==> src/sv/rpfp_pkg.sv <==
// Shared types and constants for the radar presence frame parser.
package rpfp_pkg;

  localparam int unsigned COUNTER_BITS = 16;
  localparam int unsigned CFG_W        = 16;
  localparam int unsigned CMP_W        = (COUNTER_BITS > CFG_W) ? COUNTER_BITS : CFG_W;
  localparam int unsigned DIST_W       = 16;

  localparam logic [7:0] HDR_BYTE  = 8'hAA;
  localparam logic [7:0] TAIL_BYTE = 8'h55;
  localparam logic [7:0] TYPE_NONE   = 8'h00;
  localparam logic [7:0] TYPE_MOVING = 8'h01;
  localparam logic [7:0] TYPE_MICRO  = 8'h02;

  localparam logic [CFG_W-1:0] PUBLISH_INTERVAL_RST = CFG_W'(1000);
  localparam logic [CFG_W-1:0] SILENCE_TIMEOUT_RST  = CFG_W'(1000);

  // Register indexes on the config port
  localparam logic REG_PUBLISH_INTERVAL = 1'b0;
  localparam logic REG_SILENCE_TIMEOUT  = 1'b1;

  // Input word kinds
  localparam logic KIND_BYTE = 1'b0;
  localparam logic KIND_TICK = 1'b1;

  // Position inside a frame, after the header
  localparam logic [2:0] POS_TYPE   = 3'd0;
  localparam logic [2:0] POS_DIST_L = 3'd1;
  localparam logic [2:0] POS_DIST_H = 3'd2;
  localparam logic [2:0] POS_TAIL_0 = 3'd3;

  typedef enum logic [1:0] {
    CAUSE_REPORT   = 2'd0,
    CAUSE_TIMEOUT  = 2'd1,
    CAUSE_BAD_TAIL = 2'd2
  } cause_e;

  typedef struct packed {
    cause_e              cause;
    logic                present;
    logic                moving;
    logic                micro;
    logic [DIST_W-1:0]   distance_cm;
  } result_t;

  typedef struct packed {
    logic [CFG_W-1:0] publish_interval;
    logic [CFG_W-1:0] silence_timeout;
  } cfg_t;

endpackage

==> src/sv/rpfp_if.sv <==
// Channel interfaces: input words, result words, config writes.
interface rpfp_in_if;
  logic       valid;
  logic       ready;
  logic       kind;
  logic [7:0] rx_byte;
  modport source (output valid, output kind, output rx_byte, input ready);
  modport sink   (input valid, input kind, input rx_byte, output ready);
endinterface

interface rpfp_out_if;
  logic                         valid;
  logic                         ready;
  logic [1:0]                   cause;
  logic                         present;
  logic                         moving;
  logic                         micro;
  logic [rpfp_pkg::DIST_W-1:0]  distance_cm;
  modport source (output valid, output cause, output present, output moving,
                  output micro, output distance_cm, input ready);
  modport sink   (input valid, input cause, input present, input moving,
                  input micro, input distance_cm, output ready);
endinterface

interface rpfp_cfg_if;
  logic                        valid;
  logic                        ready;
  logic                        idx;
  logic [rpfp_pkg::CFG_W-1:0]  data;
  modport source (output valid, output idx, output data, input ready);
  modport sink   (input valid, input idx, input data, output ready);
endinterface

==> src/sv/rpfp_parser.sv <==
// Frame parser state, silence/report counters and per-word result logic.
module rpfp_parser (
  input  logic              clk_i,
  input  logic              rst_ni,
  input  logic              accept_i,
  input  logic              kind_i,
  input  logic [7:0]        rx_byte_i,
  input  rpfp_pkg::cfg_t    cfg_i,
  output logic              res_valid_o,
  output rpfp_pkg::result_t res_o
);

  localparam logic [rpfp_pkg::COUNTER_BITS-1:0] CNT_MAX = '1;

  logic                               in_frame_q, in_frame_d;
  logic                               last_hdr_q, last_hdr_d;
  logic [2:0]                         pos_q, pos_d;
  logic [7:0]                         type_q, type_d;
  logic [rpfp_pkg::DIST_W-1:0]        dist_q, dist_d;
  logic                               tail_ok_q, tail_ok_d;
  logic [rpfp_pkg::COUNTER_BITS-1:0]  since_good_q, since_good_d;
  logic [rpfp_pkg::COUNTER_BITS-1:0]  since_rpt_q, since_rpt_d;
  logic [2:0]                         held_q, held_d;

  logic [rpfp_pkg::COUNTER_BITS-1:0]  since_good_inc, since_rpt_inc;
  logic [2:0]                         new_flags;

  assign since_good_inc = (since_good_q == CNT_MAX) ? since_good_q : since_good_q + 1'b1;
  assign since_rpt_inc  = (since_rpt_q == CNT_MAX) ? since_rpt_q : since_rpt_q + 1'b1;

  // bit0 present, bit1 moving, bit2 micro
  assign new_flags = {type_q == rpfp_pkg::TYPE_MICRO,
                      type_q == rpfp_pkg::TYPE_MOVING,
                      type_q != rpfp_pkg::TYPE_NONE};

  always_comb begin
    in_frame_d   = in_frame_q;
    last_hdr_d   = last_hdr_q;
    pos_d        = pos_q;
    type_d       = type_q;
    dist_d       = dist_q;
    tail_ok_d    = tail_ok_q;
    since_good_d = since_good_q;
    since_rpt_d  = since_rpt_q;
    held_d       = held_q;
    res_valid_o  = 1'b0;
    res_o.cause       = rpfp_pkg::CAUSE_REPORT;
    res_o.present     = 1'b0;
    res_o.moving      = 1'b0;
    res_o.micro       = 1'b0;
    res_o.distance_cm = '0;

    if (kind_i == rpfp_pkg::KIND_TICK) begin
      since_good_d = since_good_inc;
      since_rpt_d  = since_rpt_inc;
      if ((rpfp_pkg::CMP_W'(since_good_inc) > rpfp_pkg::CMP_W'(cfg_i.silence_timeout))
          && (held_q != 3'b000)) begin
        held_d      = 3'b000;
        res_valid_o = 1'b1;
        res_o.cause = rpfp_pkg::CAUSE_TIMEOUT;
      end
    end else if (!in_frame_q) begin
      if (last_hdr_q && rx_byte_i == rpfp_pkg::HDR_BYTE) begin
        in_frame_d = 1'b1;
        last_hdr_d = 1'b0;
        pos_d      = rpfp_pkg::POS_TYPE;
      end else begin
        last_hdr_d = (rx_byte_i == rpfp_pkg::HDR_BYTE);
      end
    end else begin
      case (pos_q)
        rpfp_pkg::POS_TYPE: begin
          type_d = rx_byte_i;
          pos_d  = rpfp_pkg::POS_DIST_L;
        end
        rpfp_pkg::POS_DIST_L: begin
          dist_d = {dist_q[15:8], rx_byte_i};
          pos_d  = rpfp_pkg::POS_DIST_H;
        end
        rpfp_pkg::POS_DIST_H: begin
          dist_d = {rx_byte_i, dist_q[7:0]};
          pos_d  = rpfp_pkg::POS_TAIL_0;
        end
        rpfp_pkg::POS_TAIL_0: begin
          tail_ok_d = (rx_byte_i == rpfp_pkg::TAIL_BYTE);
          pos_d     = pos_q + 3'd1;
        end
        default: begin
          // last tail byte closes the frame either way
          in_frame_d = 1'b0;
          last_hdr_d = 1'b0;
          pos_d      = rpfp_pkg::POS_TYPE;
          if (!(tail_ok_q && rx_byte_i == rpfp_pkg::TAIL_BYTE)) begin
            res_valid_o = 1'b1;
            res_o.cause = rpfp_pkg::CAUSE_BAD_TAIL;
          end else begin
            since_good_d = '0;
            if (rpfp_pkg::CMP_W'(since_rpt_q) >= rpfp_pkg::CMP_W'(cfg_i.publish_interval))
            begin
              since_rpt_d       = '0;
              held_d            = new_flags;
              res_valid_o       = 1'b1;
              res_o.present     = new_flags[0];
              res_o.moving      = new_flags[1];
              res_o.micro       = new_flags[2];
              res_o.distance_cm = dist_q;
            end
          end
        end
      endcase
    end
  end

  always_ff @(posedge clk_i or negedge rst_ni) begin
    if (!rst_ni) begin
      in_frame_q   <= 1'b0;
      last_hdr_q   <= 1'b0;
      pos_q        <= rpfp_pkg::POS_TYPE;
      tail_ok_q    <= 1'b0;
      since_good_q <= '0;
      since_rpt_q  <= '0;
      held_q       <= 3'b000;
    end else if (accept_i) begin
      in_frame_q   <= in_frame_d;
      last_hdr_q   <= last_hdr_d;
      pos_q        <= pos_d;
      tail_ok_q    <= tail_ok_d;
      since_good_q <= since_good_d;
      since_rpt_q  <= since_rpt_d;
      held_q       <= held_d;
    end
  end

  // frame payload, always written before it is used
  always_ff @(posedge clk_i) begin
    if (accept_i) begin
      type_q <= type_d;
      dist_q <= dist_d;
    end
  end

endmodule

==> src/sv/radar_presence_frame_parser_top.sv <==
// Top level: radar presence frame parser with config registers and output skid.
// A result word is registered in the output register, or in the skid if stalled.
// Throughput: one input word per cycle; the output register plus a one-word
//   skid stage keep input ready high until two results wait unconsumed.
// Reset: asynchronous active-low; parser state, counters and held flags clear,
//   both config registers return to 1000, output and skid go empty.
module radar_presence_frame_parser_top (
  input  logic         clk_i,
  input  logic         rst_ni,
  rpfp_in_if.sink      in_i,
  rpfp_cfg_if.sink     cfg_i,
  rpfp_out_if.source   out_o
);

  rpfp_pkg::cfg_t     cfg_q;
  logic               in_accept;
  logic               res_valid;
  rpfp_pkg::result_t  res;

  logic               out_valid_q, skid_valid_q;
  rpfp_pkg::result_t  out_q, skid_q;
  logic               out_free;

  // Config writes are always taken; idle-only use is the caller's concern.
  assign cfg_i.ready = 1'b1;

  always_ff @(posedge clk_i or negedge rst_ni) begin
    if (!rst_ni) begin
      cfg_q.publish_interval <= rpfp_pkg::PUBLISH_INTERVAL_RST;
      cfg_q.silence_timeout  <= rpfp_pkg::SILENCE_TIMEOUT_RST;
    end else if (cfg_i.valid) begin
      if (cfg_i.idx == rpfp_pkg::REG_PUBLISH_INTERVAL) begin
        cfg_q.publish_interval <= cfg_i.data;
      end else begin
        cfg_q.silence_timeout <= cfg_i.data;
      end
    end
  end

  // Input is taken whenever the skid slot is empty, so a new word can come in
  // while a finished result still sits in the output register.
  assign in_i.ready = !skid_valid_q;
  assign in_accept  = in_i.valid && !skid_valid_q;

  rpfp_parser u_parser (
    .clk_i       (clk_i),
    .rst_ni      (rst_ni),
    .accept_i    (in_accept),
    .kind_i      (in_i.kind),
    .rx_byte_i   (in_i.rx_byte),
    .cfg_i       (cfg_q),
    .res_valid_o (res_valid),
    .res_o       (res)
  );

  // Output register drains first; skid catches a result while it is stalled.
  assign out_free = !out_valid_q || out_o.ready;

  always_ff @(posedge clk_i or negedge rst_ni) begin
    if (!rst_ni) begin
      out_valid_q  <= 1'b0;
      skid_valid_q <= 1'b0;
    end else if (out_free) begin
      if (skid_valid_q) begin
        out_valid_q  <= 1'b1;
        skid_valid_q <= 1'b0;
      end else begin
        out_valid_q <= in_accept && res_valid;
      end
    end else if (in_accept && res_valid) begin
      skid_valid_q <= 1'b1;
    end
  end

  always_ff @(posedge clk_i) begin
    if (out_free) begin
      if (skid_valid_q) begin
        out_q <= skid_q;
      end else if (in_accept && res_valid) begin
        out_q <= res;
      end
    end else if (in_accept && res_valid) begin
      skid_q <= res;
    end
  end

  assign out_o.valid       = out_valid_q;
  assign out_o.cause       = out_q.cause;
  assign out_o.present     = out_q.present;
  assign out_o.moving      = out_q.moving;
  assign out_o.micro       = out_q.micro;
  assign out_o.distance_cm = out_q.distance_cm;

endmodule
==> src/flat_wrapper.sv <==
// flat-port wrapper written by rule: the top's interface ports become plain ports
module radar_presence_frame_parser_top_flat 
  (clk_i, rst_ni, in_i_valid, in_i_kind, in_i_rx_byte, in_i_ready, cfg_i_valid, cfg_i_idx, cfg_i_data, cfg_i_ready, out_o_valid, out_o_cause, out_o_present, out_o_moving, out_o_micro, out_o_distance_cm, out_o_ready);
  rpfp_in_if in_i_i ();
  rpfp_cfg_if cfg_i_i ();
  rpfp_out_if out_o_i ();
  input  logic clk_i;
  input  logic rst_ni;
  input wire logic [$bits(in_i_i.valid)-1:0] in_i_valid;
  input wire logic [$bits(in_i_i.kind)-1:0] in_i_kind;
  input wire logic [$bits(in_i_i.rx_byte)-1:0] in_i_rx_byte;
  output wire logic [$bits(in_i_i.ready)-1:0] in_i_ready;
  input wire logic [$bits(cfg_i_i.valid)-1:0] cfg_i_valid;
  input wire logic [$bits(cfg_i_i.idx)-1:0] cfg_i_idx;
  input wire logic [$bits(cfg_i_i.data)-1:0] cfg_i_data;
  output wire logic [$bits(cfg_i_i.ready)-1:0] cfg_i_ready;
  output wire logic [$bits(out_o_i.valid)-1:0] out_o_valid;
  output wire logic [$bits(out_o_i.cause)-1:0] out_o_cause;
  output wire logic [$bits(out_o_i.present)-1:0] out_o_present;
  output wire logic [$bits(out_o_i.moving)-1:0] out_o_moving;
  output wire logic [$bits(out_o_i.micro)-1:0] out_o_micro;
  output wire logic [$bits(out_o_i.distance_cm)-1:0] out_o_distance_cm;
  input wire logic [$bits(out_o_i.ready)-1:0] out_o_ready;
  assign in_i_i.valid = in_i_valid;
  assign in_i_i.kind = in_i_kind;
  assign in_i_i.rx_byte = in_i_rx_byte;
  assign in_i_ready = in_i_i.ready;
  assign cfg_i_i.valid = cfg_i_valid;
  assign cfg_i_i.idx = cfg_i_idx;
  assign cfg_i_i.data = cfg_i_data;
  assign cfg_i_ready = cfg_i_i.ready;
  assign out_o_valid = out_o_i.valid;
  assign out_o_cause = out_o_i.cause;
  assign out_o_present = out_o_i.present;
  assign out_o_moving = out_o_i.moving;
  assign out_o_micro = out_o_i.micro;
  assign out_o_distance_cm = out_o_i.distance_cm;
  assign out_o_i.ready = out_o_ready;
  radar_presence_frame_parser_top u_core (.clk_i(clk_i), .rst_ni(rst_ni), .in_i(in_i_i), .cfg_i(cfg_i_i), .out_o(out_o_i));
endmodule
==> config.mk <==
export PLATFORM = sky130hd
export DESIGN_NAME = radar_presence_frame_parser_top_flat
export DESIGN_NICKNAME = d
export VERILOG_FILES = /design/src/sv/rpfp_pkg.sv /design/src/sv/rpfp_if.sv /design/src/sv/rpfp_parser.sv /design/src/sv/radar_presence_frame_parser_top.sv /design/src/flat_wrapper.sv
export SDC_FILE = /design/constraint.sdc
export NUM_CORES = 1
export LEC_CHECK = 0
export BUFFER_PORTS_ARGS = -buffer_cell sky130_fd_sc_hd__buf_2
export CORE_AREA = 2 2 183 95
export CTS_CLUSTER_DIAMETER = 80
export CTS_CLUSTER_SIZE = 8
export DETAILED_ROUTE_END_ITERATION = 8
export DIE_AREA = 0 0 185 97
export PLACE_DENSITY = 0.65
export REMOVE_ABC_BUFFERS = 1
export SYNTH_ARGS = -nofsm -noshare
export SYNTH_HDL_FRONTEND = slang
export SYNTH_SLANG_ARGS = --single-unit
==> constraint.sdc <==
create_clock -name clk_i -period 8.15 [get_ports clk_i]
set_input_delay 1.2225 -clock clk_i [delete_from_list [all_inputs] [get_ports clk_i]]
set_output_delay 1.2225 -clock clk_i [all_outputs]
set_load 0.005 [all_outputs]
==> impl_metrics.yaml, run 1 <==
outcome:
  outcome: "finished clean"
global_route:
  grt_max_degree: 76
  grt_use_met1_pct: 25.4
  grt_pass1_vias: 4901
  grt_overflow: 0
  antenna_found_initial: 0
  met2_usage_pct: 27.5
  gr-max-usage-layer: "met2"
  grt_first_pass_wirelength_um: 25200
  grtUsageMet3_pct: 4.37
  grt_use_total_pct: 18.0
die:
  die_h_um: 97
  die_w_um: 185
  io_pins: 55
  num_rows: 33
  initial_core_util_pct: 44.7
  die-area_mm2: 0.0179
  coreArea_mm2: 0.0162
drt:
  firstDrtPassIters: 5
  drtAntennaViolNets: 0
  num_vias: 5075
  routed_wl_um: 15400
  post-route-drc-count: 0
  wl_per_cell_um: 16.3
  drt-vias-per-instance: 5.38
  dr.first_iter.drc_count: 287
yosys:
  yosysTopAreaCell: "edfxtp_1"
  yosysSeqAreaShare_pct: 53.6
  ys_ff_latch: 141
  synth_area_mm2: 0.00723
  yosysUniqueCellTypes: 70
  syn-instance-count: 644
  synth_top_cell_area_share_pct: 27.4
  synth_ff_type: "edfxtp_1"
  avgSynthCellArea_um2: 11.2
  synth_warnings: 0
  synth.area.top_cells: "edfxtp_1 27%, dfrtp_1 22%, ha_1 6.6%"
  synth_edf_count: 66
  async_reset_ff_share_pct: 53.2
timing:
  clock_skew_ps: 10.5
  finalSetupTns_ps: 0
  setup_viol: 0
  grt_setup_unrepaired: "false"
  slew_viol_final: 0
  maxSlewHeadroom_pct: 28.3
  hold_ws_ps: 474
  hold_violations: 0
  fin_crit_sh_pct: 51.8
  tightest_slew_ps: 1070
  fmaxAchievable_ghz: 0.237
  finalCriticalPeriod_ps: 4220
clock_tree:
  cts_tree: "done"
  cts_root_buf: "clkbuf_16"
  cts_hold_buf: 0
  clock_latency_ps: 420
  cts-buffers-inserted: 17
  htree_num_levels: 4
  clock-sinks: 141
  cts_setup_buffers: 0
  path_clk_slew_ps: 60
  clockBufferDepth: 2
  cts_resized: 0
worst_hold_path:
  min_from: "u_core.u_parser.last_hdr_q"
  min_path_type: "register to register"
  whs_path_depth: 1
  whs_endpoint: "u_core.u_parser.last_hdr_q"
setup_path:
  cp-end-kind: "register"
  r2r-start: "u_core.u_parser.since_good_q[0]"
  critPathKind: "register to register"
  r2r_cells: 14
  critPathArrivalTime_ps: 4310
  r2r_end: "u_core.out_o.distance_cm[13]"
  startpoint_type: "register"
  crit_required_ps: 8240
  critical_path_peak_fanout: 21
  r2r_slack_ps: 3930
final_layout:
  layout-drive-gt1-share_pct: 21.8
  diodes: 0
  final_nets: 772
  final_cell_mix: "66 x edfxtp_1, 63 x dfrtp_1, 55 x nand2_1, 52 x buf_2, 49 x inv_1"
  final_common_cell: "edfxtp_1"
  instances_no_fill: 943
  fill_cells: 1463
  syn_to_final_growth_pct: 15.0
  utilization_pct: 51.4
flow_run:
  cap_violations: 0
power_and_ir_drop:
  vdd_ir_drop_max_mv: 0.165
  pwr_density_cell_mw_per_mm2: 228
  p_leak_nw: 3.52
placed_design:
  routabilityCongestion: 0.846
  dp_hpwl_um: 10800
  port_buffers: 53
  place_inst: 911
## power by group
group | total (mW) | internal [mW] | switching [mW]
Sequential | 0.863 | 0.800 | 0.0625
Clock | 0.764 | 0.432 | 0.332
Combinational | 0.272 | 0.119 | 0.153
Total | 1.90 | 1.35 | 0.547
## routing by layer
metal,part of all wire [%],vias up
met5,0,-
met4,2.0,0
met2,44,126
met1,49,2455
met3,5.0,25
li1,-,2469
## kinds of logic (layout without fill, tap and decap cells)
kind of cell,Yosys count,count (layout),synth area share [%]
AND/OR/NAND/NOR,210,210,16.2
XOR/XNOR,9,9,1.09
flip-flops,141,141,53.6
other,1,1,0.0519
AO/OA/AOI/OAI,138,138,12.5
multiplexers,40,40,6.18
buffers and inverters,67,139,3.79
adder cells (fa/ha/maj),38,38,6.58
## worst max-delay path by stage
stage | end | from | slack, ps | cells past startpoint
after floorplan | u_core.skid_q[0] | u_core.u_parser.since_good_q[0] | 3460 | 13
after global placement | u_core.out_o.distance_cm[10] | u_core.u_parser.since_good_q[0] | 4180 | 14
after detailed placement | u_core.out_o.distance_cm[8] | u_core.u_parser.since_good_q[0] | 4030 | 14
after CTS | u_core.out_o.distance_cm[15] | u_core.u_parser.since_good_q[0] | 3990 | 14
after global routing | u_core.out_o.distance_cm[15] | u_core.u_parser.since_good_q[0] | 3510 | 14
final | u_core.out_o.distance_cm[13] | u_core.u_parser.since_good_q[0] | 3930 | 14
## flip-flops by register name (all words and copies together), names as in the netlist, 2 cells and up
register and count:
u_core.u_parser.held_q 3, u_core.skid_q 21, u_core.u_parser.pos_q 3, u_core.u_parser.type_q 8, u_core.u_parser.since_good_q 16, u_core.u_parser.dist_q 16, u_core.u_parser.since_rpt_q 16, u_core.out_o.distance_cm 16
u_core.out_o.cause 2, u_core.cfg_q 32
## synth_stat cells, types with 3 or more instances
cell,number
nand3b_1,4
ha_1,38
o21ai_0,37
inv_1,49
and4_1,3
nor2b_1,13
clkbuf_1,10
and3_1,7
mux2_1,9
nand2b_1,3
nand4_1,10
o31ai_1,9
a21oi_1,40
nor3_1,11
nor2_1,32
buf_2,3
dfstp_2,12
mux2i_1,3
xnor2_1,7
and2_1,16
nand3_1,15
edfxtp_1,66
o21a_1,6
and2_4,10
a22o_1,7
nor4_1,12
mux2_2,28
a21o_1,3
nand2_1,55
a31oi_1,5
dfrtp_1,63
o2bb2ai_1,10
## per-stage QoR
stage	setup slack (ps)	total power, mW	cell area, um2
after CTS	3990	1.91	8310
after detailed placement	4030	1.15	7740
after global placement	4180	1.13	7740
final	3930	1.90	8310
after floorplan	3460	1.05	7140
after global routing	3510	2.00	8310
## critical path, stage by stage, from the launching register on
cell and delay, ps:
dfrtp_1 440, ha_1 260, nand3_1 110, nor4_1 660, and3_1 300, nand3b_1 110, o21a_1 130, ha_1 320
nand4_1 150, nor3_1 250, o21ai_0 130, a31oi_1 350, a221oi_1 230, a21oi_2 140, buf_4 300
## area by class of cell
class | count | area [um2] | share of cell area [%]
timing repair buffer | 57 | 298 | 3.58
sequential | 141 | 3870 | 46.6
clock inverter | 14 | 149 | 1.79
inverter | 50 | 188 | 2.26
tap | 227 | 284 | 3.42
multi-input combinational | 436 | 3090 | 37.2
clock buffer | 18 | 429 | 5.16
(Power assumes the default switching activity.)
==> inputs of run 2 (changes only) <==
Settings changed: PLACE_DENSITY 0.65 to 0.67.
Clock period 8.15 ns to 3.5 ns, I/O delays scaled along.
==> run 2 against run 1 <==
  * The run now ends with setup timing left
  * Hold slack worse by 240 ps
  * Routed wire length is 11% higher
  * Sequential power rose by 130%
  * Combinational power grew to 2.5 times the previous value
  * Core utilization is 4.4 points higher
  * Flip-flop and latch count did not move
  * Via count rose by 4.2%
  * Clock skew rose by 2.3 ps
==> impl_metrics.yaml, run 2 (synthesis results as in run 1) <==
setup_path:
  critPathArrivalTime_ps: 3650
  startpoint_type: "register"
  critical_path_peak_fanout: 5
  critPathKind: "register to register"
  crit_required_ps: 3640
  cp-end-kind: "register"
  startpoint: "u_core.u_parser.since_good_q[0]"
  r2r-start: "u_core.u_parser.since_good_q[0]"
  r2r_cells: 16
power_and_ir_drop:
  p_clk_share_pct: 41.4
  p_seq_share_pct: 43.5
  pwr_density_cell_mw_per_mm2: 511
  power.switching_mw: 1.34
  p_total_mw: 4.61
  p_sw_share_pct: 29.0
  p_int_mw: 3.27
  pwr-share-comb_pct: 15.0
  vdd_ir_drop_max_mv: 0.334
  p_leak_nw: 3.80
placed_design:
  port_buffers: 53
  routabilityCongestion: 0.879
  placed_cell_area_mm2: 0.00793
  pre_cts_ws_ps: -222
  dp_hpwl_um: 11300
  place_inst: 933
timing:
  fin_crit_sh_pct: 100
  hold_ws_ps: 237
  fmaxAchievable_ghz: 0.285
  tightest_slew_ps: 965
  slew_viol_final: 0
  fin_ws_ps: -3.19
  setup_viol: 7
  finalCriticalPeriod_ps: 3500
  hold_violations: 0
  grt_setup_unrepaired: "true"
  maxSlewHeadroom_pct: 35.6
  clock_skew_ps: 12.8
final_layout:
  final_nets: 810
  layout-drive-gt1-share_pct: 29.8
  largest_reg_flops: 32
  largestRegisters: "u_core.cfg_q: 32 flops, u_core.skid_q: 21 flops"
  final_area_mm2: 0.00903
  syn_to_final_growth_pct: 24.9
  instances_no_fill: 981
  final_cell_mix: "66 x edfxtp_1, 61 x dfrtp_1, 55 x nand2_1, 52 x buf_2, 49 x inv_1"
  final_common_cell: "edfxtp_1"
  fill_cells: 1356
  regMostFlops: "u_core.cfg_q"
  diodes: 0
drt:
  firstDrtPassIters: 5
  num_vias: 5290
  dr.first_iter.drc_count: 375
  wl_per_cell_um: 17.4
  routed_wl_um: 17000
  drt-vias-per-instance: 5.39
  drtAntennaViolNets: 0
  post-route-drc-count: 0
clock_tree:
  cts_root_buf: "clkbuf_16"
  cts_tree: "done"
  cts_hold_buf: 0
  path_clk_slew_ps: 70
  cts-buffers-inserted: 17
  clockBufferDepth: 2
  clock-sinks: 141
  clock_latency_ps: 420
  htree_num_levels: 4
outcome:
  outcome: "complete, but fails checks"
  violations: "setup timing"
global_route:
  antenna_found_initial: 0
  grt_use_total_pct: 19.2
  grt_max_degree: 76
  grt_pass1_vias: 5173
  grt_first_pass_wirelength_um: 26600
  grt_overflow: 0
die:
  die_h_um: 97
  initial_core_util_pct: 44.7
  num_rows: 33
  die-area_mm2: 0.0179
  die_w_um: 185
  coreArea_mm2: 0.0162
  io_pins: 55
flow_run:
  cap_violations: 0
worst_hold_path:
  min_path_type: "input port to async pin"
## run 2: timing repair
item,CTS,global route
cloned,0,5
pin swaps,0,21
endpoints found under the hold margin,0,0
endpoints found under the setup margin,44,48
buffers inserted,0,11
resized for setup,3,49
## run 2: stage by stage
step / util, % / setup TNS (ps)
global placement: 49.0 / -3050
floorplan: - / -43590
detailed placement: 49.0 / -7850
CTS: 52.9 / 0
finish: 55.8 / -6.45
global route: 55.8 / -3230
## run 2: metal layers
metal / track usage (%) / part of all wire, % / vias up
met3: 4.78 / 4.1 / 16
met2: 29.6 / 47 / 122
li1: - / - / 2550
met1: 26.4 / 47 / 2602
met5: 0 / 0 / -
met4: 6.65 / 1.5 / 0
## run 2: final cells by class
| class | count | area, um2 | share of cell area [%] |
|---|---|---|---|
| repair buffers | 95 | 716 | 7.93 |
| inverters | 50 | 188 | 2.08 |
| multi-input cells | 436 | 3340 | 37.0 |
| flip-flops and latches | 141 | 3880 | 42.9 |
| clock buffers | 17 | 425 | 4.71 |
| clock inverters | 15 | 194 | 2.15 |
| well taps | 227 | 284 | 3.15 |
## run 2: path summary, 6_finish.rpt
kind	endpoint	slack [ps]
min reg2reg	u_core.u_parser.last_hdr_q	480
max reg2reg	u_core.skid_q[10]	-3
min	u_core.u_parser.since_good_q[6]	240
min in group clk_i	u_core.cfg_q[23]	340
max in group asynchronous	u_core.u_parser.since_good_q[3]	2560
max	u_core.skid_q[10]	-3
## run 2: worst max-delay path, stage by stage, from the launching register on
cell	delay (ps)
dfrtp_1	400
ha_2	210
nand3_4	90
nor2_4	50
a21oi_4	180
nand4_1	250
xnor2_1	220
ha_1	320
nand4_1	150
nor3_2	250
o21ai_2	100
a31oi_4	220
buf_6	130
a21oi_2	40
nor3_4	290
buf_12	160
clkbuf_16	140
## run 2: power groups by stage
stage	clock, mW	combinational [mW]	sequential (mW)
3_3_place_gp	0	0.627	2.02
4_1_cts	1.95	0.657	2.00
6_report	1.91	0.692	2.01
3_5_place_dp	0	0.650	2.03
5_1_grt	2.02	0.785	2.03
2_1_floorplan	0	0.458	1.99
